<file path="src/rtl/arfc_pkg.sv">
// Shared types, constants and fixed filter coefficients for the resampling filter chain.
`default_nettype none
package arfc_pkg;

  localparam int OVERSAMPLE     = 4;
  localparam int OUT_RATE_HZ    = 44100;
  localparam int COEF_FRAC_BITS = 30;

  localparam int PHASE_W = $clog2(OVERSAMPLE + 1);
  localparam int COEF_W  = 32;
  localparam int SAMP_W  = 32;
  localparam int SUM_W   = 48;
  localparam int CNT_W   = 33;
  localparam int DLY_W   = 40;
  localparam int RND_W   = 2 * COEF_W - COEF_FRAC_BITS;
  localparam int QUO_W   = 28;
  localparam int DIV_W   = 61;
  localparam int DCNT_W  = $clog2(QUO_W);

  localparam logic [31:0] STEP_MIN   = 32'd65536;
  localparam logic [31:0] STEP_RESET = 32'd1329880;

  // Configuration register indexes.
  localparam logic [1:0] REG_LED    = 2'd0;
  localparam logic [1:0] REG_BYPASS = 2'd1;
  localparam logic [1:0] REG_STEP   = 2'd2;

  // Operation indexes of the per-lane filter program.
  localparam logic [3:0] OP_RC   = 4'd0;
  localparam logic [3:0] OP_LED  = 4'd1;
  localparam logic [3:0] OP_AA0  = 4'd6;
  localparam logic [3:0] OP_AA1  = 4'd11;
  localparam logic [3:0] OP_LAST = 4'd15;

  typedef enum logic [2:0] {
    KIND_RC, KIND_B0, KIND_B1, KIND_A1, KIND_B2, KIND_A2
  } op_kind_t;

  typedef struct packed {
    logic signed [11:0] left_sample;
    logic signed [11:0] right_sample;
  } in_item_t;

  typedef struct packed {
    logic signed [15:0] left_pcm;
    logic signed [15:0] right_pcm;
    logic               left_clipped;
    logic               right_clipped;
    logic        [15:0] peak_level;
    logic        [31:0] clip_total;
    logic        [31:0] frame_total;
  } out_item_t;

  typedef struct packed {
    logic                     busy;
    logic                     done;
    logic signed [SAMP_W-1:0] y;
  } lane_status_t;

  typedef struct packed {
    logic signed [63:0] b0;
    logic signed [63:0] b1;
    logic signed [63:0] b2;
    logic signed [63:0] a1;
    logic signed [63:0] a2;
  } lp_coef_t;

  // Coefficient design, evaluated at elaboration only.
  localparam int          WP        = 30;
  localparam longint      WONE      = 64'sd1 <<< WP;
  localparam longint unsigned TWO_PI_W = 64'd6746518852;
  localparam longint unsigned FS    = 64'(OUT_RATE_HZ) * 64'(OVERSAMPLE);
  localparam longint      Q_LED     = 64'sd759250125;
  localparam longint      Q_AA0     = 64'sd580894327;
  localparam longint      Q_AA1     = 64'sd1403380564;

  // Restoring long division for the coefficient design routines.
  function automatic longint unsigned udiv_c(longint unsigned a, longint unsigned b);
    longint unsigned q;
    longint unsigned r;
    q = '0;
    r = '0;
    for (int i = 63; i >= 0; i--) begin
      r = {r[62:0], a[i]};
      if (r >= b) begin
        r    = r - b;
        q[i] = 1'b1;
      end
    end
    return q;
  endfunction

  function automatic longint unsigned umulw(longint unsigned a, longint unsigned b);
    longint unsigned hi;
    longint unsigned lo;
    hi = b >> 15;
    lo = b & 64'h7FFF;
    return (a * hi + ((a * lo) >> 15)) >> 15;
  endfunction

  function automatic longint cos_w(longint unsigned w);
    longint unsigned w2;
    longint unsigned tc;
    longint unsigned dv;
    longint          sc;
    w2 = umulw(w, w);
    tc = 64'(WONE);
    sc = WONE;
    for (int k = 1; k <= 16; k++) begin
      dv = 64'(2 * k - 1) * 64'(2 * k);
      tc = udiv_c(umulw(tc, w2), dv);
      if (k % 2 == 1) sc = sc - longint'(tc);
      else sc = sc + longint'(tc);
    end
    return sc;
  endfunction

  function automatic longint sin_w(longint unsigned w);
    longint unsigned w2;
    longint unsigned ts;
    longint unsigned dv;
    longint          ss;
    w2 = umulw(w, w);
    ts = w;
    ss = longint'(w);
    for (int k = 1; k <= 16; k++) begin
      dv = 64'(2 * k) * 64'(2 * k + 1);
      ts = udiv_c(umulw(ts, w2), dv);
      if (k % 2 == 1) ss = ss - longint'(ts);
      else ss = ss + longint'(ts);
    end
    return ss;
  endfunction

  function automatic longint exp_neg(longint unsigned x);
    longint unsigned t;
    longint          s;
    t = 64'(WONE);
    s = WONE;
    for (int k = 1; k <= 24; k++) begin
      t = udiv_c(umulw(t, x), 64'(k));
      if (k % 2 == 1) s = s - longint'(t);
      else s = s + longint'(t);
    end
    if (s < 0) s = 0;
    if (s > WONE) s = WONE;
    return s;
  endfunction

  function automatic longint sdivw(longint num, longint den);
    longint unsigned m;
    longint unsigned q;
    m = (num < 0) ? longint'(-num) : longint'(num);
    q = udiv_c(m << WP, longint'(den));
    return (num < 0) ? -longint'(q) : longint'(q);
  endfunction

  function automatic longint to_coef(longint w);
    longint half;
    half = (WP > COEF_FRAC_BITS) ? (64'sd1 <<< (WP - COEF_FRAC_BITS - 1)) : 64'sd0;
    return (w + half) >>> (WP - COEF_FRAC_BITS);
  endfunction

  function automatic lp_coef_t design_lowpass(longint unsigned w, longint q);
    lp_coef_t cf;
    longint   c;
    longint   s;
    longint   alpha;
    longint   a0;
    longint   omc;
    c     = cos_w(w);
    s     = sin_w(w);
    alpha = sdivw(s, 2 * q);
    a0    = WONE + alpha;
    if (a0 < 1) a0 = 1;
    omc   = WONE - c;
    cf.b1 = to_coef(sdivw(omc, a0));
    cf.b0 = to_coef(sdivw(omc, 2 * a0));
    cf.b2 = cf.b0;
    cf.a1 = to_coef(-sdivw(2 * c, a0));
    cf.a2 = to_coef(sdivw(WONE - alpha, a0));
    return cf;
  endfunction

  localparam longint unsigned W_AA  = TWO_PI_W * 64'd45 * 64'(OUT_RATE_HZ) / (64'd100 * FS);
  localparam longint unsigned W_LED = TWO_PI_W * 64'd3275 / FS;
  localparam longint unsigned W_RC  = TWO_PI_W * 64'd4421 / FS;
  localparam longint   RC_K   = to_coef(WONE - exp_neg(W_RC));
  localparam lp_coef_t LED_CF = design_lowpass(W_LED, Q_LED);
  localparam lp_coef_t AA0_CF = design_lowpass(W_AA, Q_AA0);
  localparam lp_coef_t AA1_CF = design_lowpass(W_AA, Q_AA1);

  function automatic logic signed [COEF_W-1:0] coef_of(logic [3:0] op);
    logic signed [63:0] c;
    case (op)
      OP_RC:          c = RC_K;
      OP_LED:         c = LED_CF.b0;
      OP_LED + 4'd1:  c = LED_CF.b1;
      OP_LED + 4'd2:  c = LED_CF.a1;
      OP_LED + 4'd3:  c = LED_CF.b2;
      OP_LED + 4'd4:  c = LED_CF.a2;
      OP_AA0:         c = AA0_CF.b0;
      OP_AA0 + 4'd1:  c = AA0_CF.b1;
      OP_AA0 + 4'd2:  c = AA0_CF.a1;
      OP_AA0 + 4'd3:  c = AA0_CF.b2;
      OP_AA0 + 4'd4:  c = AA0_CF.a2;
      OP_AA1:         c = AA1_CF.b0;
      OP_AA1 + 4'd1:  c = AA1_CF.b1;
      OP_AA1 + 4'd2:  c = AA1_CF.a1;
      OP_AA1 + 4'd3:  c = AA1_CF.b2;
      default:        c = AA1_CF.a2;
    endcase
    return c[COEF_W-1:0];
  endfunction

  function automatic op_kind_t op_kind(logic [3:0] op);
    op_kind_t k;
    case (op) inside
      OP_RC:                                          k = KIND_RC;
      OP_LED, OP_AA0, OP_AA1:                         k = KIND_B0;
      OP_LED + 4'd1, OP_AA0 + 4'd1, OP_AA1 + 4'd1:    k = KIND_B1;
      OP_LED + 4'd2, OP_AA0 + 4'd2, OP_AA1 + 4'd2:    k = KIND_A1;
      OP_LED + 4'd3, OP_AA0 + 4'd3, OP_AA1 + 4'd3:    k = KIND_B2;
      default:                                        k = KIND_A2;
    endcase
    return k;
  endfunction

  function automatic logic [1:0] op_stage(logic [3:0] op);
    if (op < OP_AA0) return 2'd0;
    if (op < OP_AA1) return 2'd1;
    return 2'd2;
  endfunction

  function automatic logic signed [SAMP_W-1:0] sat32(logic signed [SUM_W-1:0] v);
    if (v > SUM_W'(64'sd2147483647)) return 32'sh7FFFFFFF;
    if (v < -SUM_W'(64'sd2147483648)) return 32'sh80000000;
    return v[SAMP_W-1:0];
  endfunction

endpackage
`default_nettype wire

</file>
<file path="src/rtl/arfc_merge.sv">
// Merging stage: decimation, scaling, rounding, clip and peak tracking, output register.
`default_nettype none
module arfc_merge
  import arfc_pkg::*;
(
  input  wire logic         clk,
  input  wire logic         rst_n,
  input  wire lane_status_t st_l,
  input  wire lane_status_t st_r,
  input  wire logic         out_stall,
  output logic              ack,
  output logic              out_valid,
  output out_item_t         out_data
);

  typedef struct packed {
    logic signed [15:0] pcm;
    logic               clip;
  } pcm_t;

  logic [PHASE_W-1:0] phase_r;
  logic [15:0]        peak_r;
  logic [31:0]        clip_r;
  logic [31:0]        frame_r;
  logic               out_valid_r;
  out_item_t          out_r;

  logic signed [35:0] sl;
  logic signed [35:0] sr;
  logic [35:0]        abs_l;
  logic [35:0]        abs_r;
  logic [35:0]        mag;
  logic [15:0]        ipart;
  logic [15:0]        peak_nxt;
  pcm_t               pl;
  pcm_t               pr;
  logic [32:0]        clip_sum;
  logic [31:0]        clip_nxt;
  logic [31:0]        frame_nxt;
  logic               emit;

  // Signed Q20.16 to integer with ties to even, then saturate to 16 bits.
  function automatic pcm_t to_pcm(logic signed [35:0] s);
    pcm_t               res;
    logic signed [19:0] fl;
    logic [15:0]        frac;
    logic               inc;
    logic signed [20:0] ip;
    fl   = s[35:16];
    frac = s[15:0];
    inc  = (frac > 16'h8000) || (frac == 16'h8000 && fl[0]);
    ip   = 21'(fl) + 21'(inc);
    res.clip = 1'b0;
    res.pcm  = ip[15:0];
    if (ip > 21'sd32767) begin
      res.pcm  = 16'sh7FFF;
      res.clip = 1'b1;
    end else if (ip < -21'sd32768) begin
      res.pcm  = 16'sh8000;
      res.clip = 1'b1;
    end
    return res;
  endfunction

  always_comb begin
    sl        = 36'(st_l.y) <<< 4;
    sr        = 36'(st_r.y) <<< 4;
    abs_l     = sl[35] ? 36'(-sl) : 36'(sl);
    abs_r     = sr[35] ? 36'(-sr) : 36'(sr);
    mag       = (abs_l > abs_r) ? abs_l : abs_r;
    ipart     = (mag[35:32] != '0) ? 16'hFFFF : mag[31:16];
    peak_nxt  = (ipart > peak_r) ? ipart : peak_r;
    pl        = to_pcm(sl);
    pr        = to_pcm(sr);
    clip_sum  = 33'(clip_r) + 33'(pl.clip) + 33'(pr.clip);
    clip_nxt  = clip_sum[32] ? 32'hFFFFFFFF : clip_sum[31:0];
    frame_nxt = (frame_r == 32'hFFFFFFFF) ? frame_r : frame_r + 32'd1;
    emit      = (phase_r == PHASE_W'(OVERSAMPLE - 1));
    ack       = st_l.done && st_r.done && (!emit || !out_valid_r || !out_stall);
  end

  always_ff @(posedge clk) begin
    if (!rst_n) begin
      phase_r     <= '0;
      peak_r      <= '0;
      clip_r      <= '0;
      frame_r     <= '0;
      out_valid_r <= 1'b0;
    end else begin
      if (ack && emit) begin
        out_valid_r <= 1'b1;
      end else if (out_valid_r && !out_stall) begin
        out_valid_r <= 1'b0;
      end
      if (ack) begin
        phase_r <= emit ? '0 : phase_r + 1'b1;
        if (emit) begin
          peak_r              <= peak_nxt;
          clip_r              <= clip_nxt;
          frame_r             <= frame_nxt;
          out_r.left_pcm      <= pl.pcm;
          out_r.right_pcm     <= pr.pcm;
          out_r.left_clipped  <= pl.clip;
          out_r.right_clipped <= pr.clip;
          out_r.peak_level    <= peak_nxt;
          out_r.clip_total    <= clip_nxt;
          out_r.frame_total   <= frame_nxt;
        end
      end
    end
  end

  assign out_valid = out_valid_r;
  assign out_data  = out_r;

endmodule
`default_nettype wire

</file>
<file path="config.mk">
export PLATFORM = sky130hd
export DESIGN_NAME = arfc_merge
export DESIGN_NICKNAME = d
export VERILOG_FILES = /design/src/rtl/arfc_pkg.sv /design/src/rtl/arfc_merge.sv
export SDC_FILE = /design/constraint.sdc
export NUM_CORES = 1
export LEC_CHECK = 0
export BUFFER_PORTS_ARGS = -buffer_cell sky130_fd_sc_hd__buf_4
export CAP_MARGIN = 40
export CELL_PAD_IN_SITES_DETAIL_PLACEMENT = 0
export CELL_PAD_IN_SITES_GLOBAL_PLACEMENT = 2
export CORE_AREA = 8 8 192 194
export CTS_BUF_LIST = sky130_fd_sc_hd__clkbuf_4 sky130_fd_sc_hd__clkbuf_8
export DETAILED_ROUTE_END_ITERATION = 8
export DIE_AREA = 0 0 200 202
export GPL_TIMING_DRIVEN = 0
export PLACE_DENSITY_LB_ADDON = 0.25
export SYNTH_ARGS = -nofsm -noshare
export SYNTH_HDL_FRONTEND = slang
export SYNTH_SLANG_ARGS = --single-unit
</file>
<file path="constraint.sdc">
create_clock -name clk -period 8.9 [get_ports clk]
set_clock_uncertainty 0.15 [all_clocks]
set_input_delay 0 -clock clk [delete_from_list [all_inputs] [get_ports clk]]
set_output_delay 0 -clock clk [all_outputs]
set_load 0.05 [all_outputs]
</file>
==> metrics.md <==
| Metric | Value |
|---|---|
| Outcome | `completed` |
| Critical path's slowest cell | `clkbuf_1` |
| CP Max Fanout | `10` |
| Largest area contributor in the netlist | `edfxtp_1` |
| Crit path launch type | `input pin` |
| H-tree depth | `4` |
| IO Pins | `187` |
| FP Rows | `68` |
| Leak pwr | `5.55 nW` |
| Sink Count | `198` |
| Flops & latches, synth | `198` |
| Post-CTS setup buffer count | `0` |
| DR iter-0 viols | `605` |
| CP endpoint kind | `flop` |
| Worst slew pin tran | `798 ps` |
| Ys flop type | `edfxtp_1` |
| # setup viols final | `0` |
| Arrival time worst endpoint | `8090 ps` |
| Cell with the most instances after synthesis | `nand2_1` |
| Slew margin rel. | `46.7%` |
| Largest cells by area after synthesis | `edfxtp_1 28%, dfxtp_1 14%, xor2_1 6.3%` |
| Placed Area | `0.0141 mm²` |
| Clock network latency to the later pin of the worst-skew pair | `510 ps` |
| Core Area | `0.0339 mm²` |
| Chip height | `202 µm` |
| Die Footprint | `0.0404 mm²` |
| EDFF count, synth | `114` |
| WP data required | `8930 ps` |
| Delay-heaviest family, CP | `buffers and inverters` |
| Final nets | `1,701` |
| Routed via count | `10,900` |
| Area growth syn-to-layout | `22.3%` |
| Reg clk slew, reported paths | `120 ps` |
| Gr usage total | `18.9%` |
| Top cells by count, synth | `117 x nand2_1, 114 x edfxtp_1, 91 x nor2_1, 91 x o21ai_0, 89 x xor2_1` |
| CP bufs+invs | `8` |
| Layout cells sized above 1 | `14.6%` |
| Area fraction of the dominant cell type after synthesis | `27.8%` |
| Die Span X | `200 µm` |
| Synthesized area per cell | `9.16 µm²` |
| Post-Syn Area | `0.0123 mm²` |
| First-pass DRT Iterations | `5` |
| Drt via density | `5.34` |
| Initial antenna violation count | `0` |
| Period Utilization, post-route | `90.5%` |
| Final Hold Viols | `0` |
| RSZ-0062 raised after global routing | `no` |
| Post-DRT Antenna Nets | `0` |
| CTS Buf Count | `17` |
| Tmin final | `8050 ps` |
| Bufs on Longest Clock Path | `2` |
| Vias in the first global route | `10,700` |
| Initial Util | `36.3%` |
| Kind of critical path | `in -> reg` |
| Total of max-cap violations | `0` |
| DRT Wirelength | `38,100 µm` |
| FMAX | `124 MHz` |
| Fin Hold WS | `29.5 ps` |
| Pwr/cell area | `132 mW/mm²` |
| First-pass GRT wire length | `60,100 µm` |
| Cell count after synthesis | `1,345` |
| Max-slew violations | `0` |
| CP dominant cell by count | `clkbuf_1` |
| VDD IR-drop max | `0.104 mV` |
| CP max stage delay | `560 ps` |
| Port Buf Inserts | `157` |
| Worst hold path class | `in -> reg` |
| Total gr overflow | `0` |
| Synthesis Warnings | `0` |
| Net Count, Synth | `1,474` |
| Pin count of the biggest net entering global routing | `36` |
| DR WL/cell | `18.7 µm` |
| Final RePlAce weighted congestion | `0.853` |
| Number of library cell types mapped by synthesis | `64` |
| Remaining DRCs | `0` |
| Ant diodes | `0` |
| Post-synth ARST share | `0%` |
| CTS tree | `yes` |
| HPWL Detailed | `28,700 µm` |
| Sequential cell area fraction in the yosys report | `41.5%` |
| Root Driver | `clkbuf_8` |
| Design area | `0.0151 mm²` |
-- worst register-to-register path, cell delays in order, from the launching register on --
cell and delay [ps]:
dfxtp_1 400, inv_1 60, ha_1 320, a21oi_1 80
a21boi_0 280, o221ai_1 170, a21oi_1 200, clkbuf_1 460
clkbuf_1 540, clkbuf_1 560, a31oi_1 300
-- cell type report --
cell class | count | area [µm²]
inverters | 54 | 203
multi-input cells | 995 | 6620
flip-flops and latches | 198 | 5100
plain buffers | 98 | 398
clock inverters | 14 | 211
clock buffers | 18 | 241
fillers | 3355 | 18900
repair buffers | 208 | 1720
well taps | 455 | 569
-- flip-flops by register name (all words and copies together) (netlist names) --
register / flops
peak_r: 16
frame_r: 32
clip_r: 32
phase_r: 3
out_data: 114
out_valid: 1
-- layout by cell type, fill, tap and decap left out, types with 54 or more instances in the layout --
master / instances
xor2_1: 89
edfxtp_1: 114
nand4_1: 55
xnor2_1: 74
a21oi_1: 54
nand2_1: 117
dfxtp_1: 84
clkbuf_1: 83
o21ai_0: 91
nor2_1: 90
ha_1: 57
buf_4: 158
-- power by group --
group	switching, mW	internal, mW	total, mW
logic	0.213	0.122	0.336
registers	0.000648	0.966	0.967
clock network	0.382	0.296	0.678
-- cell families after synthesis --
| logic type | count (synthesis) | synth area share (%) |
|---|---|---|
| muxes | 7 | 0.599 |
| AOI/OAI and AO/OA | 281 | 15.1 |
| adders and majority gates | 58 | 5.95 |
| xor gates and xnor gates | 163 | 11.6 |
| and+or+nand+nor | 486 | 20.5 |
| DFF | 198 | 41.5 |
| buffers and inverters | 152 | 4.88 |
-- per-stage QoR --
step | setup WS (ps) | instances | setup TNS (ps) | utilization (%) | power, mW
floorplan | 2250 | 1345 | 0 | - | 1.19
CTS | 593 | 2038 | 0 | 44.3 | 2.00
global placement | -430 | 1957 | -47430 | 41.4 | 1.30
detailed placement | 456 | 1962 | 0 | 41.7 | 1.30
finish | 847 | 2040 | 0 | 44.4 | 1.98
global route | 280 | 2040 | 0 | 44.4 | 2.07
-- path summary, 6_finish.rpt --
| kind | start | to | slack (ps) | depth (start not counted) |
|---|---|---|---|---|
| min | st_r[24] | out_data[95]$_SDFFCE_PN1P_ | 30 | 4 |
| min reg2reg | clip_r[28]$_SDFFE_PN0P_ | clip_r[28]$_SDFFE_PN0P_ | 360 | 2 |
| max | st_l[17] | out_data[71]$_DFFE_PP_ | 850 | 27 |
| max reg2reg | peak_r[3]$_SDFFE_PN0P_ | out_data[71]$_DFFE_PP_ | 5060 | 10 |
-- layer usage --
| layer | track usage, % | share of wire, % | vias up |
|---|---|---|---|
| met5 | 0 | 0 | - |
| met4 | 4.34 | 1.3 | 0 |
| met3 | 4.03 | 5.5 | 35 |
| met2 | 29.5 | 45 | 270 |
| met1 | 26.3 | 48 | 5211 |
| li1 | - | - | 5383 |
-- repair_timing --
item,4_1_cts,5_1_grt
gates resized for setup,0,0
hold endpoints to repair,53,0
hold buffers,44,0
Power figures use the tool's default switching activity.
