--- config.mk ---
export PLATFORM = sky130hd
export DESIGN_NAME = arfc_lane
export DESIGN_NICKNAME = d
export VERILOG_FILES = /design/src/rtl/arfc_pkg.sv /design/src/rtl/arfc_lane.sv
export SDC_FILE = /design/constraint.sdc
export NUM_CORES = 2
export LEC_CHECK = 0
export ABC_AREA = 1
export BUFFER_PORTS_ARGS = -buffer_cell sky130_fd_sc_hd__buf_2
export CORE_ASPECT_RATIO = 2
export CORE_UTILIZATION = 35
export CTS_BUF_LIST = sky130_fd_sc_hd__clkbuf_4
export CTS_CLUSTER_DIAMETER = 30
export DETAILED_ROUTE_END_ITERATION = 10
export PLACE_DENSITY = 0.61
export SYNTH_ARGS = -nofsm -noshare
export SYNTH_HDL_FRONTEND = slang
export SYNTH_SLANG_ARGS = --single-unit
--- constraint.sdc ---
create_clock -name clk -period 8.34 [get_ports clk]
set_input_delay 1.668 -clock clk [delete_from_list [all_inputs] [get_ports clk]]
set_output_delay 1.668 -clock clk [all_outputs]
set_load 0.03 [all_outputs]
--- src/rtl/arfc_pkg.sv ---
// Shared types, constants and fixed filter coefficients for the resampling filter chain.
`default_nettype none
package arfc_pkg;

  localparam int OVERSAMPLE     = 4;
  localparam int OUT_RATE_HZ    = 44100;
  localparam int COEF_FRAC_BITS = 30;

  localparam int PHASE_W = $clog2(OVERSAMPLE + 1);
  localparam int COEF_W  = 32;
  localparam int SAMP_W  = 32;
  localparam int SUM_W   = 48;
  localparam int CNT_W   = 33;
  localparam int DLY_W   = 40;
  localparam int RND_W   = 2 * COEF_W - COEF_FRAC_BITS;
  localparam int QUO_W   = 28;
  localparam int DIV_W   = 61;
  localparam int DCNT_W  = $clog2(QUO_W);

  localparam logic [31:0] STEP_MIN   = 32'd65536;
  localparam logic [31:0] STEP_RESET = 32'd1329880;

  // Configuration register indexes.
  localparam logic [1:0] REG_LED    = 2'd0;
  localparam logic [1:0] REG_BYPASS = 2'd1;
  localparam logic [1:0] REG_STEP   = 2'd2;

  // Operation indexes of the per-lane filter program.
  localparam logic [3:0] OP_RC   = 4'd0;
  localparam logic [3:0] OP_LED  = 4'd1;
  localparam logic [3:0] OP_AA0  = 4'd6;
  localparam logic [3:0] OP_AA1  = 4'd11;
  localparam logic [3:0] OP_LAST = 4'd15;

  typedef enum logic [2:0] {
    KIND_RC, KIND_B0, KIND_B1, KIND_A1, KIND_B2, KIND_A2
  } op_kind_t;

  typedef struct packed {
    logic signed [11:0] left_sample;
    logic signed [11:0] right_sample;
  } in_item_t;

  typedef struct packed {
    logic signed [15:0] left_pcm;
    logic signed [15:0] right_pcm;
    logic               left_clipped;
    logic               right_clipped;
    logic        [15:0] peak_level;
    logic        [31:0] clip_total;
    logic        [31:0] frame_total;
  } out_item_t;

  typedef struct packed {
    logic                     busy;
    logic                     done;
    logic signed [SAMP_W-1:0] y;
  } lane_status_t;

  typedef struct packed {
    logic signed [63:0] b0;
    logic signed [63:0] b1;
    logic signed [63:0] b2;
    logic signed [63:0] a1;
    logic signed [63:0] a2;
  } lp_coef_t;

  // Coefficient design, evaluated at elaboration only.
  localparam int          WP        = 30;
  localparam longint      WONE      = 64'sd1 <<< WP;
  localparam longint unsigned TWO_PI_W = 64'd6746518852;
  localparam longint unsigned FS    = 64'(OUT_RATE_HZ) * 64'(OVERSAMPLE);
  localparam longint      Q_LED     = 64'sd759250125;
  localparam longint      Q_AA0     = 64'sd580894327;
  localparam longint      Q_AA1     = 64'sd1403380564;

  // Restoring long division for the coefficient design routines.
  function automatic longint unsigned udiv_c(longint unsigned a, longint unsigned b);
    longint unsigned q;
    longint unsigned r;
    q = '0;
    r = '0;
    for (int i = 63; i >= 0; i--) begin
      r = {r[62:0], a[i]};
      if (r >= b) begin
        r    = r - b;
        q[i] = 1'b1;
      end
    end
    return q;
  endfunction

  function automatic longint unsigned umulw(longint unsigned a, longint unsigned b);
    longint unsigned hi;
    longint unsigned lo;
    hi = b >> 15;
    lo = b & 64'h7FFF;
    return (a * hi + ((a * lo) >> 15)) >> 15;
  endfunction

  function automatic longint cos_w(longint unsigned w);
    longint unsigned w2;
    longint unsigned tc;
    longint unsigned dv;
    longint          sc;
    w2 = umulw(w, w);
    tc = 64'(WONE);
    sc = WONE;
    for (int k = 1; k <= 16; k++) begin
      dv = 64'(2 * k - 1) * 64'(2 * k);
      tc = udiv_c(umulw(tc, w2), dv);
      if (k % 2 == 1) sc = sc - longint'(tc);
      else sc = sc + longint'(tc);
    end
    return sc;
  endfunction

  function automatic longint sin_w(longint unsigned w);
    longint unsigned w2;
    longint unsigned ts;
    longint unsigned dv;
    longint          ss;
    w2 = umulw(w, w);
    ts = w;
    ss = longint'(w);
    for (int k = 1; k <= 16; k++) begin
      dv = 64'(2 * k) * 64'(2 * k + 1);
      ts = udiv_c(umulw(ts, w2), dv);
      if (k % 2 == 1) ss = ss - longint'(ts);
      else ss = ss + longint'(ts);
    end
    return ss;
  endfunction

  function automatic longint exp_neg(longint unsigned x);
    longint unsigned t;
    longint          s;
    t = 64'(WONE);
    s = WONE;
    for (int k = 1; k <= 24; k++) begin
      t = udiv_c(umulw(t, x), 64'(k));
      if (k % 2 == 1) s = s - longint'(t);
      else s = s + longint'(t);
    end
    if (s < 0) s = 0;
    if (s > WONE) s = WONE;
    return s;
  endfunction

  function automatic longint sdivw(longint num, longint den);
    longint unsigned m;
    longint unsigned q;
    m = (num < 0) ? longint'(-num) : longint'(num);
    q = udiv_c(m << WP, longint'(den));
    return (num < 0) ? -longint'(q) : longint'(q);
  endfunction

  function automatic longint to_coef(longint w);
    longint half;
    half = (WP > COEF_FRAC_BITS) ? (64'sd1 <<< (WP - COEF_FRAC_BITS - 1)) : 64'sd0;
    return (w + half) >>> (WP - COEF_FRAC_BITS);
  endfunction

  function automatic lp_coef_t design_lowpass(longint unsigned w, longint q);
    lp_coef_t cf;
    longint   c;
    longint   s;
    longint   alpha;
    longint   a0;
    longint   omc;
    c     = cos_w(w);
    s     = sin_w(w);
    alpha = sdivw(s, 2 * q);
    a0    = WONE + alpha;
    if (a0 < 1) a0 = 1;
    omc   = WONE - c;
    cf.b1 = to_coef(sdivw(omc, a0));
    cf.b0 = to_coef(sdivw(omc, 2 * a0));
    cf.b2 = cf.b0;
    cf.a1 = to_coef(-sdivw(2 * c, a0));
    cf.a2 = to_coef(sdivw(WONE - alpha, a0));
    return cf;
  endfunction

  localparam longint unsigned W_AA  = TWO_PI_W * 64'd45 * 64'(OUT_RATE_HZ) / (64'd100 * FS);
  localparam longint unsigned W_LED = TWO_PI_W * 64'd3275 / FS;
  localparam longint unsigned W_RC  = TWO_PI_W * 64'd4421 / FS;
  localparam longint   RC_K   = to_coef(WONE - exp_neg(W_RC));
  localparam lp_coef_t LED_CF = design_lowpass(W_LED, Q_LED);
  localparam lp_coef_t AA0_CF = design_lowpass(W_AA, Q_AA0);
  localparam lp_coef_t AA1_CF = design_lowpass(W_AA, Q_AA1);

  function automatic logic signed [COEF_W-1:0] coef_of(logic [3:0] op);
    logic signed [63:0] c;
    case (op)
      OP_RC:          c = RC_K;
      OP_LED:         c = LED_CF.b0;
      OP_LED + 4'd1:  c = LED_CF.b1;
      OP_LED + 4'd2:  c = LED_CF.a1;
      OP_LED + 4'd3:  c = LED_CF.b2;
      OP_LED + 4'd4:  c = LED_CF.a2;
      OP_AA0:         c = AA0_CF.b0;
      OP_AA0 + 4'd1:  c = AA0_CF.b1;
      OP_AA0 + 4'd2:  c = AA0_CF.a1;
      OP_AA0 + 4'd3:  c = AA0_CF.b2;
      OP_AA0 + 4'd4:  c = AA0_CF.a2;
      OP_AA1:         c = AA1_CF.b0;
      OP_AA1 + 4'd1:  c = AA1_CF.b1;
      OP_AA1 + 4'd2:  c = AA1_CF.a1;
      OP_AA1 + 4'd3:  c = AA1_CF.b2;
      default:        c = AA1_CF.a2;
    endcase
    return c[COEF_W-1:0];
  endfunction

  function automatic op_kind_t op_kind(logic [3:0] op);
    op_kind_t k;
    case (op) inside
      OP_RC:                                          k = KIND_RC;
      OP_LED, OP_AA0, OP_AA1:                         k = KIND_B0;
      OP_LED + 4'd1, OP_AA0 + 4'd1, OP_AA1 + 4'd1:    k = KIND_B1;
      OP_LED + 4'd2, OP_AA0 + 4'd2, OP_AA1 + 4'd2:    k = KIND_A1;
      OP_LED + 4'd3, OP_AA0 + 4'd3, OP_AA1 + 4'd3:    k = KIND_B2;
      default:                                        k = KIND_A2;
    endcase
    return k;
  endfunction

  function automatic logic [1:0] op_stage(logic [3:0] op);
    if (op < OP_AA0) return 2'd0;
    if (op < OP_AA1) return 2'd1;
    return 2'd2;
  endfunction

  function automatic logic signed [SAMP_W-1:0] sat32(logic signed [SUM_W-1:0] v);
    if (v > SUM_W'(64'sd2147483647)) return 32'sh7FFFFFFF;
    if (v < -SUM_W'(64'sd2147483648)) return 32'sh80000000;
    return v[SAMP_W-1:0];
  endfunction

endpackage
`default_nettype wire

--- src/rtl/arfc_lane.sv ---
// One channel lane: averaging divider followed by the RC, LED and anti-alias filter program.
`default_nettype none
module arfc_lane
  import arfc_pkg::*;
(
  input  wire logic                    clk,
  input  wire logic                    rst_n,
  input  wire logic                    start,
  input  wire logic signed [SUM_W-1:0] sum,
  input  wire logic        [CNT_W-1:0] n,
  input  wire logic                    byp,
  input  wire logic                    led_on,
  input  wire logic                    ack,
  output lane_status_t                 status
);

  typedef enum logic [4:0] {
    LS_IDLE = 5'b00001,
    LS_DIV  = 5'b00010,
    LS_MUL  = 5'b00100,
    LS_ACC  = 5'b01000,
    LS_DONE = 5'b10000
  } lane_state_t;

  lane_state_t              state_r;
  logic [DIV_W-1:0]         rem_r;
  logic [DIV_W-1:0]         den_r;
  logic [QUO_W-1:0]         q_r;
  logic [DCNT_W-1:0]        cnt_r;
  logic                     neg_r;
  logic [3:0]               op_r;
  logic signed [SAMP_W-1:0] x_r;
  logic signed [SAMP_W-1:0] y_r;
  logic signed [SAMP_W-1:0] lvl_r;
  logic signed [RND_W-1:0]  acc_r;
  logic signed [63:0]       p_r;
  logic signed [DLY_W-1:0]  z0_r [3];
  logic signed [DLY_W-1:0]  z1_r [3];

  logic [SUM_W-1:0]         mag;
  logic                     ge;
  logic [QUO_W-1:0]         q_nxt;
  op_kind_t                 kind;
  logic [1:0]               st;
  logic signed [COEF_W-1:0] coef;
  logic signed [SAMP_W-1:0] d;
  logic signed [SAMP_W-1:0] operand;
  logic signed [63:0]       prod;
  logic signed [63:0]       rnd_full;
  logic signed [RND_W-1:0]  r;
  logic signed [SAMP_W-1:0] lvl_nxt;
  logic signed [SAMP_W-1:0] y_nxt;
  logic signed [DLY_W:0]    z0_sum;
  logic signed [DLY_W:0]    z1_sum;

  always_comb begin
    mag      = sum[SUM_W-1] ? SUM_W'(-sum) : SUM_W'(sum);
    ge       = rem_r >= den_r;
    q_nxt    = {q_r[QUO_W-2:0], ge};
    kind     = op_kind(op_r);
    st       = op_stage(op_r);
    coef     = coef_of(op_r);
    d        = sat32(SUM_W'(x_r) - SUM_W'(lvl_r));
    case (kind)
      KIND_RC:          operand = d;
      KIND_A1, KIND_A2: operand = y_r;
      default:          operand = x_r;
    endcase
    prod     = 64'(operand) * 64'(coef);
    rnd_full = p_r + (64'sd1 <<< (COEF_FRAC_BITS - 1));
    r        = rnd_full[63:COEF_FRAC_BITS];
    lvl_nxt  = sat32(SUM_W'(lvl_r) + SUM_W'(r));
    y_nxt    = sat32(SUM_W'(r) + SUM_W'(z0_r[st]));
    z0_sum   = (DLY_W+1)'(acc_r) - (DLY_W+1)'(r) + (DLY_W+1)'(z1_r[st]);
    z1_sum   = (DLY_W+1)'(acc_r) - (DLY_W+1)'(r);
  end

  always_ff @(posedge clk) begin
    if (!rst_n) begin
      state_r <= LS_IDLE;
      lvl_r   <= '0;
      for (int i = 0; i < 3; i++) begin
        z0_r[i] <= '0;
        z1_r[i] <= '0;
      end
    end else begin
      unique case (state_r)
        LS_IDLE: begin
          if (start) begin
            neg_r   <= sum[SUM_W-1];
            rem_r   <= {mag[DIV_W-17:0], 16'b0};
            den_r   <= {1'b0, n, 27'b0};
            q_r     <= '0;
            cnt_r   <= DCNT_W'(QUO_W - 1);
            state_r <= LS_DIV;
          end
        end
        LS_DIV: begin
          if (ge) rem_r <= rem_r - den_r;
          q_r   <= q_nxt;
          den_r <= den_r >> 1;
          cnt_r <= cnt_r - 1'b1;
          if (cnt_r == '0) begin
            x_r     <= neg_r ? -SAMP_W'(q_nxt) : SAMP_W'(q_nxt);
            op_r    <= byp ? OP_AA0 : OP_RC;
            state_r <= LS_MUL;
          end
        end
        LS_MUL: begin
          p_r     <= prod;
          state_r <= LS_ACC;
        end
        LS_ACC: begin
          state_r <= (kind == KIND_A2 && op_r == OP_LAST) ? LS_DONE : LS_MUL;
          op_r    <= (kind == KIND_RC) ? (led_on ? OP_LED : OP_AA0) : op_r + 4'd1;
          case (kind)
            KIND_RC: begin
              lvl_r <= lvl_nxt;
              x_r   <= lvl_nxt;
            end
            KIND_B0: y_r <= y_nxt;
            KIND_B1: acc_r <= r;
            KIND_A1: z0_r[st] <= z0_sum[DLY_W-1:0];
            KIND_B2: acc_r <= r;
            default: begin
              z1_r[st] <= z1_sum[DLY_W-1:0];
              x_r      <= y_r;
            end
          endcase
        end
        LS_DONE: begin
          if (ack) state_r <= LS_IDLE;
        end
        default: state_r <= LS_IDLE;
      endcase
    end
  end

  assign status.busy = (state_r != LS_IDLE);
  assign status.done = (state_r == LS_DONE);
  assign status.y    = x_r;

endmodule
`default_nettype wire

==> flow_summary.ini <==
[status]
outcome = finished with violations
violations = capacitance limit, setup timing

[die]
fp.dieW_um = 330
core-area_um2 = 214000
die-area_um2 = 217000
die_h_um = 657
fp-row-count = 240
io_pins = 121
start_util_pct = 35.2

[logic_synthesis]
syn-cell-area_um2 = 75100
synthFlopType = edfxtp_1
synth_area_per_cell_um2 = 8.24
syn_nets = 10718
synth_xor_area_share_pct = 2.89
synth_fa_ha_area_share_pct = 36.2
synth-simple-area-share_pct = 18.7
synth_compound_area_share_pct = 9.11
yosysWarnings = 0
synth_enable_flop_cells = 516
ys_seq_area_share_pct = 22.5
ys_types = 78
async_flop_share_pct = 0
synth_top_family_by_area = adder cells
yosysTopAreaCell = fa_1
ys_top_cells_by_area = fa_1, edfxtp_1, inv_1
yosys_register_bits = 585
syn_inst = 9113
synthMostInstantiatedCell = inv_1
muxShareOfSynthArea_pct = 0
synth_common_cells = inv_1, nand2_1, nor2_1
synth_top_area_share_pct = 29.0

[worst_setup_path]
path_class = flop to flop
cp-start-kind = flop
end_kind = flop
cp_max_fo = 4
crit_top_cell = nand2_1
cpPeakStageDelay_ns = 0.71
critPathSlowestCell = fa_2
critPathArrivalTime_ns = 10.17
crit_required_ns = 9.23

[route]
ant_nets = 0
routed_wl_um = 314000
drt_pass1_iterations = 8
drc_errors = 0
vias = 68109
drtIter0Drc = 4194
vias_per_cell = 5.23
wl_per_cell_um = 24.1

[cells_and_area]
fill_cells = 21059
synthToLayoutAreaGrowth_pct = 23.7
drive_above_1_share_pct = 22.8
nets = 11718

[timing]
rsz0062_at_grt = true
hold_violations = 0
finClkSkew_ns = 0.116
fmax_mhz = 108
period_needed_ns = 9.28
setup_viol = 35
fin_crit_sh_pct = 111
slew_headroom_pct = 0.302
tightest_slew_ns = 1.49
fin_setup_tns_ns = -26.26
finalWorstSetupSlack_ns = -0.941
slew_violations = 0

[global_route]
grt_pass1_vias = 72594
globalRouteOverflowTotal = 0
grt_pass1_wl_um = 452000
grt_max_degree = 87
antenna_found_initial = 15
grtUsageTotal_pct = 28.9

[run]
cap_violations = 1

[clock_tree]
cts_root_buf = clkbuf_4
worstSkewPairLatency_ns = 1.14
h-tree-depth = 4
cts_buffers = 168
cts_tree = built
cts.clk_slew.worst_paths_ns = 0.07
cts_hold_buf = 0
clock_sinks = 585
clockBufferDepth = 4

[placement]
dp_hpwl_um = 255000
port_buffers = 118
gp_congestion = 1.02

[min_path]
hold_path.class = flop to flop
## metrics by stage
stage / instances / setup WS [ns] / util (%) / cell area (µm²) / hold slack, ns
finish: 13019 / -0.941 / 43.5 / 92900 / 0.517
global route: 13012 / -1.09 / 43.5 / 92900 / 0.497
CTS: 12937 / -0.862 / 42.5 / 90700 / 0.473
detailed placement: 12564 / -1.62 / 39.9 / 85200 / 0.542
global placement: 12564 / -1.67 / 39.9 / 85200 / 0.535
floorplan: 9113 / -0.218 / - / 75600 / 0.469
## cell type report
type,count,area (µm²),area share [%]
Timing Repair inverter,1,6.26,0.00674
Antenna cell,13,32.5,0.0350
Tap cell,2783,3480,3.75
Clock buffer,220,1650,1.78
Sequential cell,585,16900,18.2
Inverter,1802,6870,7.39
Timing Repair Buffer,1122,9570,10.3
Multi-Input combinational cell,6433,54000,58.1
Clock inverter,60,438,0.471
## logic make-up after synthesis
| logic type | count (synthesis) |
|---|---|
| and+or+nand+nor | 3496 |
| DFF | 585 |
| xor gates and xnor gates | 248 |
| adders and majority gates | 1518 |
| AOI/OAI and AO/OA | 1171 |
| buffers and inverters | 2095 |
## worst max-delay path, delay by kind of cell (launching register included)
kind	cells	cell delay (ns)
flip-flops	1	0.37
buffers and inverters	8	0.83
adder cells (fa/ha/maj)	11	5.09
AND/OR/NAND/NOR	13	1.20
XOR/XNOR	1	0.10
AO/OA/AOI/OAI	8	1.46
## sequential cells by signal, summed over array words and instances, names as in the netlist
signal,cells
cnt_r,5
z1_r,105
p_r,35
lvl_r,32
acc_r,34
q_r,27
z0_r,120
coef,32
rem_r,61
state_r,5
den_r,60
x_r,32
neg_r,1
y_r,32
op_r,4
## path summary, 6_finish.rpt
path                  start   endpoint  slack [ns]  cells after the start
setup / recovery     x_r[0]    p_r[59]       -0.94                     41
hold / removal    den_r[14]  den_r[13]        0.52                      2
setup reg to reg     x_r[0]    p_r[59]       -0.94                     41
hold reg to reg   den_r[14]  den_r[13]        0.52                      2
## repair_timing
action	in CTS	in global routing
gates cloned	1	5
pin swaps	303	320
gates resized for setup	700	460
endpoints found under the setup margin	35	35
buffers inserted	100	74
## layer usage
metal	up-vias	share of wire, %	global-route usage (%)
li1	30509	-	-
met1	33696	30	25.9
met2	2589	52	52.5
met3	1303	5.0	4.57
met4	12	13	30.2
met5	-	0.022	0
## cells in the final DEF (no fill, tap or decap), types with 38 or more instances in the layout
master,instances
dfxtp_1,67
buf_12,67
buf_2,118
nor2_4,45
nor2_2,91
nand2_1,1496
o21ai_2,46
ha_4,67
fa_2,135
o22ai_1,72
nor3_1,65
a21oi_2,80
nand3_1,195
a21oi_1,367
nand4_1,55
buf_4,811
inv_2,141
nor2_1,1273
xor2_1,143
nand2_2,128
fa_1,952
ha_1,359
xnor2_1,88
a31oi_1,38
clkinv_1,47
buf_6,105
o21ai_0,256
clkbuf_4,220
inv_1,1620
o21ai_1,45
edfxtp_1,516
Power is left out: the tool's default activity adds up to more than one toggle a clock period on the data nets, which glitch-free logic cannot reach.
